[src/hw/rtl/u8u2_pkg.sv]
// Shared types and byte-class constants for the UTF-8 to UCS-2 stream decoder.
// Used by u8u2_decode, u8u2_outbuf and utf8_to_ucs2_stream_decoder; no dependencies.
`default_nettype none

package u8u2_pkg;

    localparam int unsigned BYTE_W  = 8;
    localparam int unsigned UNIT_W  = 16;
    localparam int unsigned HOLD_N  = 2;
    localparam int unsigned MAX_RES = 3;

    localparam logic [7:0] ASCII_MASK = 8'h80;
    localparam logic [7:0] LEAD_MASK  = 8'hE0;
    localparam logic [7:0] LEAD3_CODE = 8'hE0;
    localparam logic [7:0] LEAD2_CODE = 8'hC0;
    localparam logic [7:0] CONT_MASK  = 8'hC0;
    localparam logic [7:0] CONT_CODE  = 8'h80;
    localparam logic [7:0] LEAD3_BITS = 8'h0F;
    localparam logic [7:0] LEAD2_BITS = 8'h1F;
    localparam logic [7:0] CONT_BITS  = 8'h3F;

    typedef logic [HOLD_N-1:0][BYTE_W-1:0]  held_t;
    typedef logic [MAX_RES-1:0][UNIT_W-1:0] units_t;

    // Outcome of decoding one input byte against the held bytes.
    typedef struct packed {
        units_t      units;
        logic [1:0]  count;
        logic        done;
        held_t       held;
        logic [1:0]  held_count;
    } dec_res_t;

endpackage : u8u2_pkg

`default_nettype wire

[src/hw/rtl/u8u2_decode.sv]
// Combinational decode of one byte together with up to two held bytes.
// Depends on u8u2_pkg.
`default_nettype none

module u8u2_decode
    import u8u2_pkg::*;
(
    input  wire held_t            held_bytes,
    input  wire logic [1:0]       held_count,
    input  wire logic [7:0]       in_byte,
    input  wire logic             end_of_string,
    output dec_res_t              res
);

    logic [2:0][7:0] bytes_v;
    logic [1:0]      cnt;
    logic [1:0]      n;
    logic [1:0]      pos;
    logic [1:0]      rem;
    logic [1:0]      need;
    logic [1:0]      k;
    logic            stop;
    logic            ok;
    logic [7:0]      b0;
    logic [7:0]      b1;
    logic [7:0]      b2;
    logic [15:0]     unit;

    always_comb begin
        cnt = (held_count == 2'd3) ? 2'd2 : held_count;
        bytes_v = '0;
        unique case (cnt)
            2'd0: bytes_v[0] = in_byte;
            2'd1: begin
                bytes_v[0] = held_bytes[0];
                bytes_v[1] = in_byte;
            end
            default: begin
                bytes_v[0] = held_bytes[0];
                bytes_v[1] = held_bytes[1];
                bytes_v[2] = in_byte;
            end
        endcase
        n    = 2'(cnt + 2'd1);
        pos  = '0;
        k    = '0;
        stop = 1'b0;
        res  = '0;
        b0   = '0;
        b1   = '0;
        b2   = '0;
        rem  = '0;
        need = '0;
        ok   = 1'b0;
        unit = '0;

        // At most three positions to resolve, one byte or one sequence per step.
        for (int it = 0; it < 3; it++) begin
            if (!stop && (pos < n)) begin
                b0   = bytes_v[pos];
                b1   = (pos == 2'd0) ? bytes_v[1] : bytes_v[2];
                b2   = bytes_v[2];
                rem  = 2'(n - pos);
                unit = {8'h00, b0};
                if ((b0 & LEAD_MASK) == LEAD3_CODE) begin
                    need = 2'd3;
                end else if ((b0 & LEAD_MASK) == LEAD2_CODE) begin
                    need = 2'd2;
                end else begin
                    need = 2'd1;
                end
                ok = ((rem < 2'd2) || ((b1 & CONT_MASK) == CONT_CODE))
                  && ((need != 2'd3) || (rem < 2'd3) || ((b2 & CONT_MASK) == CONT_CODE));

                if (((b0 & ASCII_MASK) == 8'h00) || (need == 2'd1) || !ok) begin
                    res.units[k] = unit;
                    k   = 2'(k + 2'd1);
                    pos = 2'(pos + 2'd1);
                end else if (rem >= need) begin
                    if (need == 2'd3) begin
                        unit = {b0[3:0] & LEAD3_BITS[3:0], b1[5:0] & CONT_BITS[5:0],
                                b2[5:0] & CONT_BITS[5:0]};
                    end else begin
                        unit = {5'b00000, b0[4:0] & LEAD2_BITS[4:0],
                                b1[5:0] & CONT_BITS[5:0]};
                    end
                    res.units[k] = unit;
                    k   = 2'(k + 2'd1);
                    pos = 2'(pos + need);
                end else if (end_of_string) begin
                    res.units[k] = unit;
                    k   = 2'(k + 2'd1);
                    pos = 2'(pos + 2'd1);
                end else begin
                    // Valid but unfinished prefix: keep it for the next beat.
                    res.held[0]    = b0;
                    res.held[1]    = (rem > 2'd1) ? b1 : 8'h00;
                    res.held_count = rem;
                    stop = 1'b1;
                end
            end
        end
        res.count = k;
        res.done  = end_of_string;
    end

endmodule : u8u2_decode

`default_nettype wire

[src/hw/rtl/u8u2_outbuf.sv]
// Result register holding the code units of one input beat and handing them out one a cycle while m_tready is high.
// Depends on u8u2_pkg.
`default_nettype none

module u8u2_outbuf
    import u8u2_pkg::*;
(
    input  wire logic        aclk,
    input  wire logic        aresetn,
    input  wire logic        load,
    input  wire dec_res_t    res,
    output logic             can_load,
    output logic             m_tvalid,
    input  wire logic        m_tready,
    output logic [15:0]      m_tdata,  // code_unit[15:0]
    output logic             m_tlast,
    output logic [0:0]       m_tuser   // string_done[0]
);

    units_t     units_reg;
    logic [1:0] rem_reg;
    logic       done_reg;
    logic       pop;

    assign m_tvalid = (rem_reg != 2'd0);
    assign pop      = m_tvalid && m_tready;
    assign can_load = (rem_reg == 2'd0) || ((rem_reg == 2'd1) && m_tready);
    assign m_tdata  = units_reg[0];
    assign m_tlast  = (rem_reg == 2'd1);
    assign m_tuser  = done_reg && (rem_reg == 2'd1);

    always_ff @(posedge aclk) begin
        if (!aresetn) begin
            rem_reg  <= '0;
            done_reg <= 1'b0;
        end else if (load) begin
            rem_reg  <= res.count;
            done_reg <= res.done;
        end else if (pop) begin
            rem_reg  <= 2'(rem_reg - 2'd1);
        end
    end

    always_ff @(posedge aclk) begin
        if (load) begin
            units_reg <= res.units;
        end else if (pop) begin
            units_reg[0] <= units_reg[1];
            units_reg[1] <= units_reg[2];
        end
    end

endmodule : u8u2_outbuf

`default_nettype wire

[src/hw/rtl/utf8_to_ucs2_stream_decoder.sv]
// UTF-8 to UCS-2 stream decoder top level; depends on u8u2_pkg, u8u2_decode and u8u2_outbuf.
// Path: an accepted byte is registered in the input register and decoded combinationally there;
// its code units are registered in the result buffer that drives m_*, which can stall the input.
// Throughput: one input byte per cycle while m_tready is high and each byte yields at most one
// code unit; a byte that releases more units holds the result buffer and intake until they drain.
// Reset: aresetn is synchronous and active low; it empties both registers and clears held bytes.
`default_nettype none

module utf8_to_ucs2_stream_decoder
    import u8u2_pkg::*;
(
    input  wire logic        aclk,
    input  wire logic        aresetn,
    input  wire logic        s_tvalid,
    output logic             s_tready,
    input  wire logic [7:0]  s_tdata,   // in_byte[7:0]
    input  wire logic        s_tlast,   // end_of_string
    output logic             m_tvalid,
    input  wire logic        m_tready,
    output logic [15:0]      m_tdata,   // code_unit[15:0]
    output logic             m_tlast,   // run_last
    output logic [0:0]       m_tuser    // string_done[0]
);

    // Input register: one byte waiting to be decoded.
    logic       a_valid_reg;
    logic [7:0] a_byte_reg;
    logic       a_last_reg;

    // Bytes of an unfinished multi-byte sequence.
    held_t      held_bytes_reg;
    logic [1:0] held_count_reg;

    dec_res_t   res;
    logic       can_load;
    logic       advance;

    // The held byte beat is committed when the result buffer can take all of its units.
    assign advance  = a_valid_reg && can_load;
    assign s_tready = !a_valid_reg || advance;

    always_ff @(posedge aclk) begin
        if (!aresetn) begin
            a_valid_reg    <= 1'b0;
            held_bytes_reg <= '0;
            held_count_reg <= '0;
        end else begin
            if (s_tvalid && s_tready) begin
                a_valid_reg <= 1'b1;
            end else if (advance) begin
                a_valid_reg <= 1'b0;
            end
            if (advance) begin
                held_bytes_reg <= res.held;
                held_count_reg <= res.held_count;
            end
        end
    end

    always_ff @(posedge aclk) begin
        if (s_tvalid && s_tready) begin
            a_byte_reg <= s_tdata;
            a_last_reg <= s_tlast;
        end
    end

    u8u2_decode u_decode (
        .held_bytes    (held_bytes_reg),
        .held_count    (held_count_reg),
        .in_byte       (a_byte_reg),
        .end_of_string (a_last_reg),
        .res           (res)
    );

    // A byte with no units loads an empty buffer, which simply stays empty.
    u8u2_outbuf u_outbuf (
        .aclk     (aclk),
        .aresetn  (aresetn),
        .load     (advance),
        .res      (res),
        .can_load (can_load),
        .m_tvalid (m_tvalid),
        .m_tready (m_tready),
        .m_tdata  (m_tdata),
        .m_tlast  (m_tlast),
        .m_tuser  (m_tuser)
    );

`ifndef SYNTH
    // The end of a string always leaves nothing held.
    a_end_clears_held: assert property (@(posedge aclk) disable iff (!aresetn)
        (advance && a_last_reg) |=> (held_count_reg == 2'd0))
        else $error("held bytes survive the end of a string");

    // A byte waiting in the input register is not overwritten before it is decoded.
    a_input_holds: assert property (@(posedge aclk) disable iff (!aresetn)
        (a_valid_reg && !advance) |=> (a_valid_reg && $stable(a_byte_reg)))
        else $error("pending input byte lost");

    // The end-of-string mark only ever sits on the last unit of a beat.
    a_done_on_last: assert property (@(posedge aclk) disable iff (!aresetn)
        (m_tvalid && m_tuser[0]) |-> m_tlast)
        else $error("string_done without run_last");
`endif

endmodule : utf8_to_ucs2_stream_decoder

`default_nettype wire
[config.mk]
export PLATFORM = sky130hd
export DESIGN_NAME = utf8_to_ucs2_stream_decoder
export DESIGN_NICKNAME = d
export VERILOG_FILES = /design/src/hw/rtl/u8u2_pkg.sv /design/src/hw/rtl/u8u2_decode.sv /design/src/hw/rtl/u8u2_outbuf.sv /design/src/hw/rtl/utf8_to_ucs2_stream_decoder.sv
export SDC_FILE = /design/constraint.sdc
export NUM_CORES = 1
export LEC_CHECK = 0
export ABC_AREA = 1
export BUFFER_PORTS_ARGS = -buffer_cell sky130_fd_sc_hd__buf_2
export CAP_MARGIN = 40
export CORE_AREA = 2 2 124 126
export CTS_BUF_LIST = sky130_fd_sc_hd__clkbuf_4
export CTS_CLUSTER_DIAMETER = 200
export DETAILED_ROUTE_END_ITERATION = 12
export DIE_AREA = 0 0 126 128
export MAX_ROUTING_LAYER = met4
export PLACE_DENSITY = 0.71
export SYNTH_ARGS = -nofsm -noshare
export SYNTH_HDL_FRONTEND = slang
export SYNTH_HIERARCHICAL = 1
export SYNTH_SLANG_ARGS = --single-unit
[constraint.sdc]
create_clock -name aclk -period 8.25 [get_ports aclk]
set_input_delay 0.825 -clock aclk [delete_from_list [all_inputs] [get_ports aclk]]
set_output_delay 0.825 -clock aclk [all_outputs]
set_load 0.02 [all_outputs]
==> results.cfg <==
[floorplan]
die_h_microns = 128
start_util_pct = 53.8
row_count = 45
dieArea_sq_um = 16100
die_w_microns = 126
io_pins = 33
design.core.area_sq_um = 14900

[logic_synthesis]
netlist_area_sq_um = 7990
yosysSeqAreaShare_pct = 26.9
synth-edff-count = 57
avgSynthCellArea_sq_um = 6.28
synth_warnings = 6
postSynthNetCount = 1306
synthArstFlopShare_pct = 0
synthDistinctLibCells = 51
syn_inst = 1273
synth_ff_type = edfxtp_1
ys_ff_latch = 79

[worst_setup_path]
critPathMaxFanout = 19
cp_data_arrival_time_ps = 7900
crit_top_cell = nand2_1
cpPeakStageDelay_ps = 530
required_ps = 8600
regToRegSetupSlack_ps = 700
critPathTopFamily = simple AND/OR/NAND/NOR gates
endpoint_kind = flop
critPathBufInv = 7
crit_path_start_kind = flop
rr_endpoint = u_outbuf/m_tdata[2]
rr_worst_depth = 43
worstSetupPathType = reg2reg
crit-reg2reg-launch = held_count_reg[1]
critical_path.slowest_cell = fa_1

[place]
hpwl_microns = 20800
gp_congestion = 1.09
portBuffers = 32

[sta]
finClkSkew_ps = 25.3
fin_crit_ps = 7550
finalSetupTns_ps = 0
drv_slew = 0
rsz0062_at_grt = false
finalCritPeriodShare_pct = 91.5
final_hold_viol_count = 0
setup_viol = 0
max_freq_mhz = 132
whs_ps = 513
relSlewSlack_pct = 45.6
worst_pin_slew_ps = 807

[job]
drv_cap = 0

[routing]
drc = 0
drt_first_pass_iters = 6
routed_wl_microns = 27500
vias = 8556
ant_nets = 0
avgRoutedWirePerCell_microns = 18.8
viasPerCell = 5.86
drt_iter0_drc = 993

[finish]
areaGrowthSynthToFinish_pct = 3.21
fillers = 1585
nets = 1300
drive_above_1_share_pct = 11.4
largest_register_ffs = 32

[clock_network]
cts_sinks = 79
cts_buffer_depth = 2
cts_root_buffer = clkbuf_4
cts.hold.buffers_added = 0
htreeDepth = 3
cts_buffers = 9
cts_setup_buffers = 0
clk_latency_ps = 480
cts_resized = 0
cts_tree = done
clkTransAtPathRegs_ps = 130

[global_route]
antenna_found_initial = 1
track_usage_pct = 35.3
grt-ovfl-total = 0
grt_pass1_vias = 7786
grt_max_degree = 54
grt_pass1_wl_microns = 43100

[min_path]
min_path_cells = 1
hp-start = s_tlast
min_to = a_last_reg
hold_class = in2reg

[run_status]
status = finished, final reports clean
## per-layer routing
metal / up-vias / global-route usage (%) / part of all wire, %
li1: 4106 / - / -
met1: 3869 / 43.1 / 40
met2: 463 / 54.8 / 45
met3: 118 / 6.76 / 8.9
met4: 0 / 20.7 / 6.0
met5: - / - / 0
## worst max path at each step
stage | from | to | slack, ps | cells after the start
finish | held_count_reg[1] | u_outbuf/m_tdata[2] | 700 | 43
global route | held_count_reg[1] | u_outbuf/m_tdata[2] | 80 | 47
CTS | held_count_reg[1] | u_outbuf/m_tdata[2] | 300 | 44
detailed placement | held_count_reg[1] | u_outbuf/m_tdata[2] | 330 | 44
global placement | held_count_reg[1] | u_outbuf/m_tdata[2] | 510 | 44
floorplan | held_count_reg[0] | u_outbuf/units_reg[16] | 1350 | 40
## final cells by class
type	instances	area, sq um	area share [%]
tap	188	235	2.85
clock inverter	4	71.3	0.865
timing repair buffer	58	353	4.28
clock buffer	12	90.1	1.09
sequential	79	2160	26.1
antenna	1	2.50	0.0303
inverter	144	553	6.70
multi-input combinational	975	4790	58.0
## cells in the mapped netlist (all sizes together) (2+ instances only)
library cell / instances / share of area [%]
o21bai: 5 / 0.47
clkinv: 5 / 0.23
nand4: 14 / 1.3
a31oi: 8 / 0.63
edfxtp: 57 / 21
inv: 139 / 6.7
a21oi: 57 / 3.6
dfxtp: 22 / 5.5
buf: 50 / 5.2
o221ai: 2 / 0.22
clkbuf: 25 / 1.2
o211ai: 17 / 1.6
nand3b: 3 / 0.28
nand3: 82 / 6.1
nor2: 138 / 7.8
nor3: 14 / 0.88
o22ai: 23 / 1.8
a21boi: 2 / 0.19
o21ai: 100 / 6.4
nand2: 474 / 24
ha: 18 / 2.8
a32oi: 5 / 0.55
o21a: 2 / 0.19
fa: 2 / 0.50
## layout by cell type (no fill, tap or decap), drive strengths merged, types with 14 or more instances in the layout
master	Yosys	final
dfxtp	22	22
nor2	138	138
o21ai	100	100
ha	18	18
nand2	474	474
inv	139	139
nand4	14	14
a21oi	57	57
o211ai	17	17
nor3	14	14
buf	50	58
edfxtp	57	57
o22ai	23	23
nand3	82	82
## cell families (layout without fill, tap and decap cells)
kind of cell / count (synthesis) / after routing / synth area share [%]
other: 1 / 2 / 0.0469
buffers and inverters: 219 / 218 / 13.3
AO/OA/AOI/OAI: 225 / 225 / 16.1
AND/OR/NAND/NOR: 728 / 728 / 40.2
adder cells (fa/ha/maj): 20 / 20 / 3.32
flip-flops: 79 / 79 / 26.9
XOR/XNOR: 1 / 1 / 0.110
## stage by stage
stage          instances  cell area [sq um]  setup WS (ps)  util [%]
2_1_floorplan       1273               7990           1350         -
3_3_place_gp        1442               8060            506      54.2
3_5_place_dp        1444               8070            333      54.3
4_1_cts             1460               8230            298      55.4
5_1_grt             1461               8250           84.0      55.5
6_report            1461               8250            700      55.5
Power is left out: the tool's default activity adds up to more than one toggle a clock period on the data nets, which glitch-free logic cannot reach.
